### config.mk
export PLATFORM = sky130hd
export DESIGN_NAME = cct_wide_mul
export DESIGN_NICKNAME = d
export VERILOG_FILES = /design/src/sv/cct_pkg.sv /design/src/sv/cct_wide_mul.sv
export SDC_FILE = /design/constraint.sdc
export NUM_CORES = 2
export LEC_CHECK = 0
export BUFFER_PORTS_ARGS = -buffer_cell sky130_fd_sc_hd__buf_2
export CORE_MARGIN = 2
export CORE_UTILIZATION = 40
export CTS_BUF_LIST = sky130_fd_sc_hd__clkbuf_4 sky130_fd_sc_hd__clkbuf_8
export DETAILED_ROUTE_END_ITERATION = 10
export MAX_ROUTING_LAYER = met4
export PLACE_DENSITY_LB_ADDON = 0.2
export SYNTH_ARGS = -nofsm -noshare
export SYNTH_HDL_FRONTEND = slang
export SYNTH_SLANG_ARGS = --single-unit
### constraint.sdc
create_clock -name clk_i -period 8.8 [get_ports clk_i]
set_clock_uncertainty 0.05 [all_clocks]
set_input_delay 0.44 -clock clk_i [delete_from_list [all_inputs] [get_ports clk_i]]
set_output_delay 0.44 -clock clk_i [all_outputs]
set_load 0.05 [all_outputs]
### src/sv/cct_pkg.sv
`default_nettype none

package cct_pkg;

  // Query kinds carried by the command field.
  localparam int unsigned CMD_BITS = 2;
  localparam logic [CMD_BITS-1:0] CMD_POINT   = 2'd0;
  localparam logic [CMD_BITS-1:0] CMD_SEGMENT = 2'd1;
  localparam logic [CMD_BITS-1:0] CMD_CIRCLE  = 2'd2;
  localparam logic [CMD_BITS-1:0] CMD_UNUSED  = 2'd3;

  // Register file: one 32-bit word per register, byte addressed.
  localparam int unsigned DATA_BITS    = 32;
  localparam int unsigned ADDR_BITS    = 4;
  localparam int unsigned REG_LSB      = 2;
  localparam int unsigned REG_IDX_BITS = ADDR_BITS - REG_LSB;
  localparam logic [REG_IDX_BITS-1:0] REG_CENTER_X      = 2'd0;
  localparam logic [REG_IDX_BITS-1:0] REG_CENTER_Y      = 2'd1;
  localparam logic [REG_IDX_BITS-1:0] REG_CIRCLE_RADIUS = 2'd2;

  // Load strobes of the two register stages inside a split multiplier.
  typedef struct packed {
    logic ld_pp;
    logic ld_sum;
  } mul_ctl_t;

endpackage

`default_nettype wire

### src/sv/cct_wide_mul.sv
`default_nettype none

// Unsigned W x W multiplier split into four half-width partial products.
// The partial products are registered first, then summed into a second register.
module cct_wide_mul #(
  parameter int unsigned W = 34
) (
  input  wire logic                clk_i,
  input  wire cct_pkg::mul_ctl_t   ctl_i,
  input  wire logic [W-1:0]        a_i,
  input  wire logic [W-1:0]        b_i,
  output logic      [2*W-1:0]      p_o
);

  localparam int unsigned H  = W / 2;
  localparam int unsigned HW = W - H;

  logic [2*H-1:0]    ll_q;
  logic [H+HW-1:0]   lh_q;
  logic [H+HW-1:0]   hl_q;
  logic [2*HW-1:0]   hh_q;
  logic [H+HW:0]     mid;
  logic [2*W-1:0]    p_d;
  logic [2*W-1:0]    p_q;

  always_ff @(posedge clk_i) begin
    if (ctl_i.ld_pp) begin
      ll_q <= a_i[H-1:0] * b_i[H-1:0];
      lh_q <= a_i[H-1:0] * b_i[W-1:H];
      hl_q <= a_i[W-1:H] * b_i[H-1:0];
      hh_q <= a_i[W-1:H] * b_i[W-1:H];
    end
  end

  always_comb begin
    mid = (H+HW+1)'(lh_q) + (H+HW+1)'(hl_q);
    p_d = ((2*W)'(hh_q) << (2*H)) + ((2*W)'(mid) << H) + (2*W)'(ll_q);
  end

  always_ff @(posedge clk_i) begin
    if (ctl_i.ld_sum) begin
      p_q <= p_d;
    end
  end

  assign p_o = p_q;

endmodule

`default_nettype wire

After elaboration in Yosys (flattened, before gate mapping)

Index checks and enable logic that the tools add are counted.

$add $sub $neg: 3
Multiply operators: 4

Operator list:

| cell                         | number |
|---|---|
| multiplier 17 x 17 -> 34 bit | 4 |
| adder 68 x 34 -> 68 bit      | 1 |
| adder 68 x 52 -> 68 bit      | 1 |
| adder 34 x 34 -> 35 bit      | 1 |

Register bits after elaboration: 204
Bits of input ports: 71
Output and inout bits: 68
Word-level logic and storage cells: 12

Longest topological paths before layout

Depth after elaboration: 3
Mapped depth: 25
Depth with buffers taken out: 23

Least setup slack after synthesis

OpenSTA, ideal clock, no wires.

Path type: input port to flip-flop
From: input b_i[2]
To: register hl_q[30] (data pin)
Setup time: 0.258 ns
Data arrival time: 6.119 ns
Required time: 8.492 ns
Slack: 2.373 ns
Stages on the path: 21
Path buffers: 1
Cells stage by stage: clkbuf_1 nand2_1 fa_1 fa_1 fa_1 fa_1 inv_1 fa_1 inv_1 fa_1 inv_1 ha_1 a21oi_1 a21boi_1 a311oi_2 o2111ai_1 a311o_1 a21oi_2 o31ai_1 o41a_1 xor2_1

Cells in the longest elaborated chain, start to end: 1

Ends and longest elaborated chain:

| item                         | RTL line           | text |
|---|---|---|
| from (decl)                  | cct_wide_mul.sv:11 | `input wire logic [W-1:0] b_i,` |
| multiplier 17 x 17 -> 34 bit | cct_wide_mul.sv:30 | `hl_q <= a_i[W-1:H] * b_i[H-1:0];` |
| to (signal assigned)         | cct_wide_mul.sv:30 |  |
| to (decl)                    | cct_wide_mul.sv:20 | `logic [H+HW-1:0] hl_q;` |

Every way passes these cells.
A chain may end at the register's enable or synchronous reset.

Worst setup path in the final report

From: input a_i[26]
To: register hl_q[30] (data pin)

Cells in the longest elaborated chain, start to end: 1

Ends and longest elaborated chain:

| item                         | RTL line           | text |
|---|---|---|
| from (decl)                  | cct_wide_mul.sv:10 | `input wire logic [W-1:0] a_i,` |
| multiplier 17 x 17 -> 34 bit | cct_wide_mul.sv:30 |  |

Every way passes these cells.

==> flow_summary.yaml <==
sta:
  grt_setup_unrepaired: "false"
  relSlewSlack: 0.275
  period_share: 0.772
  slew_viol_final: 0
  tns_ns: 0
  timing.final.hold_violations: 0
  min_period_ns: 6.79
  max_freq_mhz: 147
  worst_slew_pin_slew_ns: 1.09
  setup_viol: 0
final_layout:
  nFillCells: 11731
  regArea_um2: 6130
  drive_gt1_frac: 0.0534
  syn_to_final_growth_pct: 6.54
  final_common_cell: "inv_1"
  nNetsFinal: 6649
  final_cell_mix: "1,121 x inv_1, 898 x fa_1, 759 x nand2_1, 503 x and2_1, 501 x ha_1"
  multi_input_area_um2: 36600
routing:
  drt-initial-drc-count: 2056
  wire_per_inst_um: 19.1
  drc_errors: 0
  dr.pass1.iters: 5
  postRouteAntennaNets: 0
  vias: 34350
  wl_um: 129000
  viasPerCell: 5.09
clocking:
  post-cts-setup-buffers: 0
  cts_made_buffers: 43
  clkSinkCount: 204
  clkTransAtPathRegs_ns: 0.05
  clock-root-buffer: "clkbuf_8"
  ctsResizeCount: 0
  cts_max_level: 2
  clk_path_buf_depth: 3
  clk_latency_ns: 0.65
  hold_buffers: 0
  cts_tree: "done"
setup_path:
  worstPathMaxFanout: 34
  cpMostUsedCell: "fa_1"
  path_buf_inv: 4
  crit_cells: 21
  critical_path_arrival_ns: 7.14
  critical-path-top-delay-family: "adder cells"
  rrSetupSlack_ns: 2.85
  required_ns: 9.15
  worstPathCellList: "buf_2 -> nand2_1 -> fa_1 -> fa_1 -> fa_1 -> fa_1 -> inv_1 -> fa_1 -> inv_1 -> fa_1 -> inv_1 -> ha_1 -> a21oi_1 -> a21boi_1 -> a311oi_2 -> o2111ai_1 -> a311o_1 -> a21oi_2 -> o31ai_1 -> o41a_1 -> xor2_1"
  crit_slowest_cell: "buf_2"
  r2r_cells: 20
  end_kind: "flip-flop"
  crit_type: "in -> reg"
  start_kind: "input port"
  critical_path.max_stage_delay_ns: 0.68
yosys:
  synthFlopType: "edfxtp_1"
  synth_warnings: 0
  ys_seq_elements: 204
  syn_nets: 6644
  avgSynthCellArea_um2: 9.24
  syn_area_um2: 47800
  synth_edf_count: 204
  async_flop_share: 0
  synth_seq_area_share: 0.128
  synthCells: 5174
  synth.distinct_cells: 74
floorplan:
  die_x_um: 350
  start_util: 0.404
  dieArea_um2: 122000
  core-area_um2: 118000
  rows: 126
  dieHeight_um: 350
  ioPinCount: 139
global_route:
  grt_pass1_vias: 36819
  antenna_found_initial: 6
  track_usage: 0.227
  gr-total-overflow: 0
  grt_max_degree: 80
  grt_pass1_wl_um: 209000
run:
  maxCapViolCount: 0
run_status:
  status: "finished, final reports clean"
hold_path:
  hold_class: "in -> reg"
  min_path_cells: 1
placement:
  place.gp.congestion: 0.889
  port_buffers: 138
  dp_hpwl_um: 101000
logic make-up after synthesis:
family / Yosys count / share of synthesized area
simple gates: 1520 / 0.154
fa+ha+maj: 1399 / 0.507
buf+inv: 1351 / 0.106
compound gates: 506 / 0.0691
flops: 204 / 0.128
xor+xnor: 193 / 0.0354
mux: 1 / 0.000209
synth_stat cells (all sizes together) (14+ instances only):
cell type / n / area share
xnor2: 131 / 0.024
xor2: 62 / 0.011
nor3: 20 / 0.0021
nand3: 39 / 0.0041
inv: 1121 / 0.088
nor2b: 26 / 0.0034
a211oi: 20 / 0.0035
o21bai: 25 / 0.0039
o21a: 18 / 0.0028
edfxtp: 204 / 0.13
a21oi: 161 / 0.017
nand2: 759 / 0.060
ha: 501 / 0.13
nand2b: 19 / 0.0025
clkbuf: 225 / 0.018
a31oi: 21 / 0.0029
and2: 503 / 0.066
and3: 21 / 0.0027
nand4: 14 / 0.0018
a21o: 77 / 0.012
nor2: 94 / 0.0074
o21ai: 101 / 0.011
fa: 898 / 0.38
area by class of cell:
cell class,count,share of cell area
multi-input cells,3619,0.719
flip-flops and latches,204,0.120
inverters,1121,0.0826
well taps,1536,0.0377
repair buffers,190,0.0214
clock buffers,48,0.0125
clock inverters,27,0.00656
diodes,5,0.000246
metal layers:
metal,share of wire,GRT usage
met1,0.46,0.309
met2,0.47,0.364
met5,0,-
met3,0.051,0.0271
met4,0.024,0.0531
worst paths after layout:
kind / start / to
worst min register to register: ll_q[14] / p_o[14]
worst min-delay path: ctl_i[1] / hh_q[15]
worst max-delay path: a_i[26] / hl_q[30]
worst max register to register: lh_q[1] / p_o[61]
metrics by stage:
step / hold slack (ns) / cell area, µm² / instances / utilization / setup WS (ns)
after floorplan: 0.350 / 47800 / 5174 / - / 2.37
after global placement: 0.354 / 49900 / 6670 / 0.422 / 1.46
after detailed placement: 0.357 / 49900 / 6670 / 0.422 / 1.41
after CTS: 0.306 / 50900 / 6745 / 0.431 / 2.11
after global routing: 0.355 / 50900 / 6750 / 0.431 / 1.68
final: 0.341 / 50900 / 6750 / 0.431 / 2.01
flip-flops by register name (all words and copies together) (netlist names):
signal,flops
p_o,68
hh_q,34
hl_q,34
lh_q,34
ll_q,34
Power is left out: the tool's default activity adds up to more than one toggle a clock period on the data nets, which glitch-free logic cannot reach.
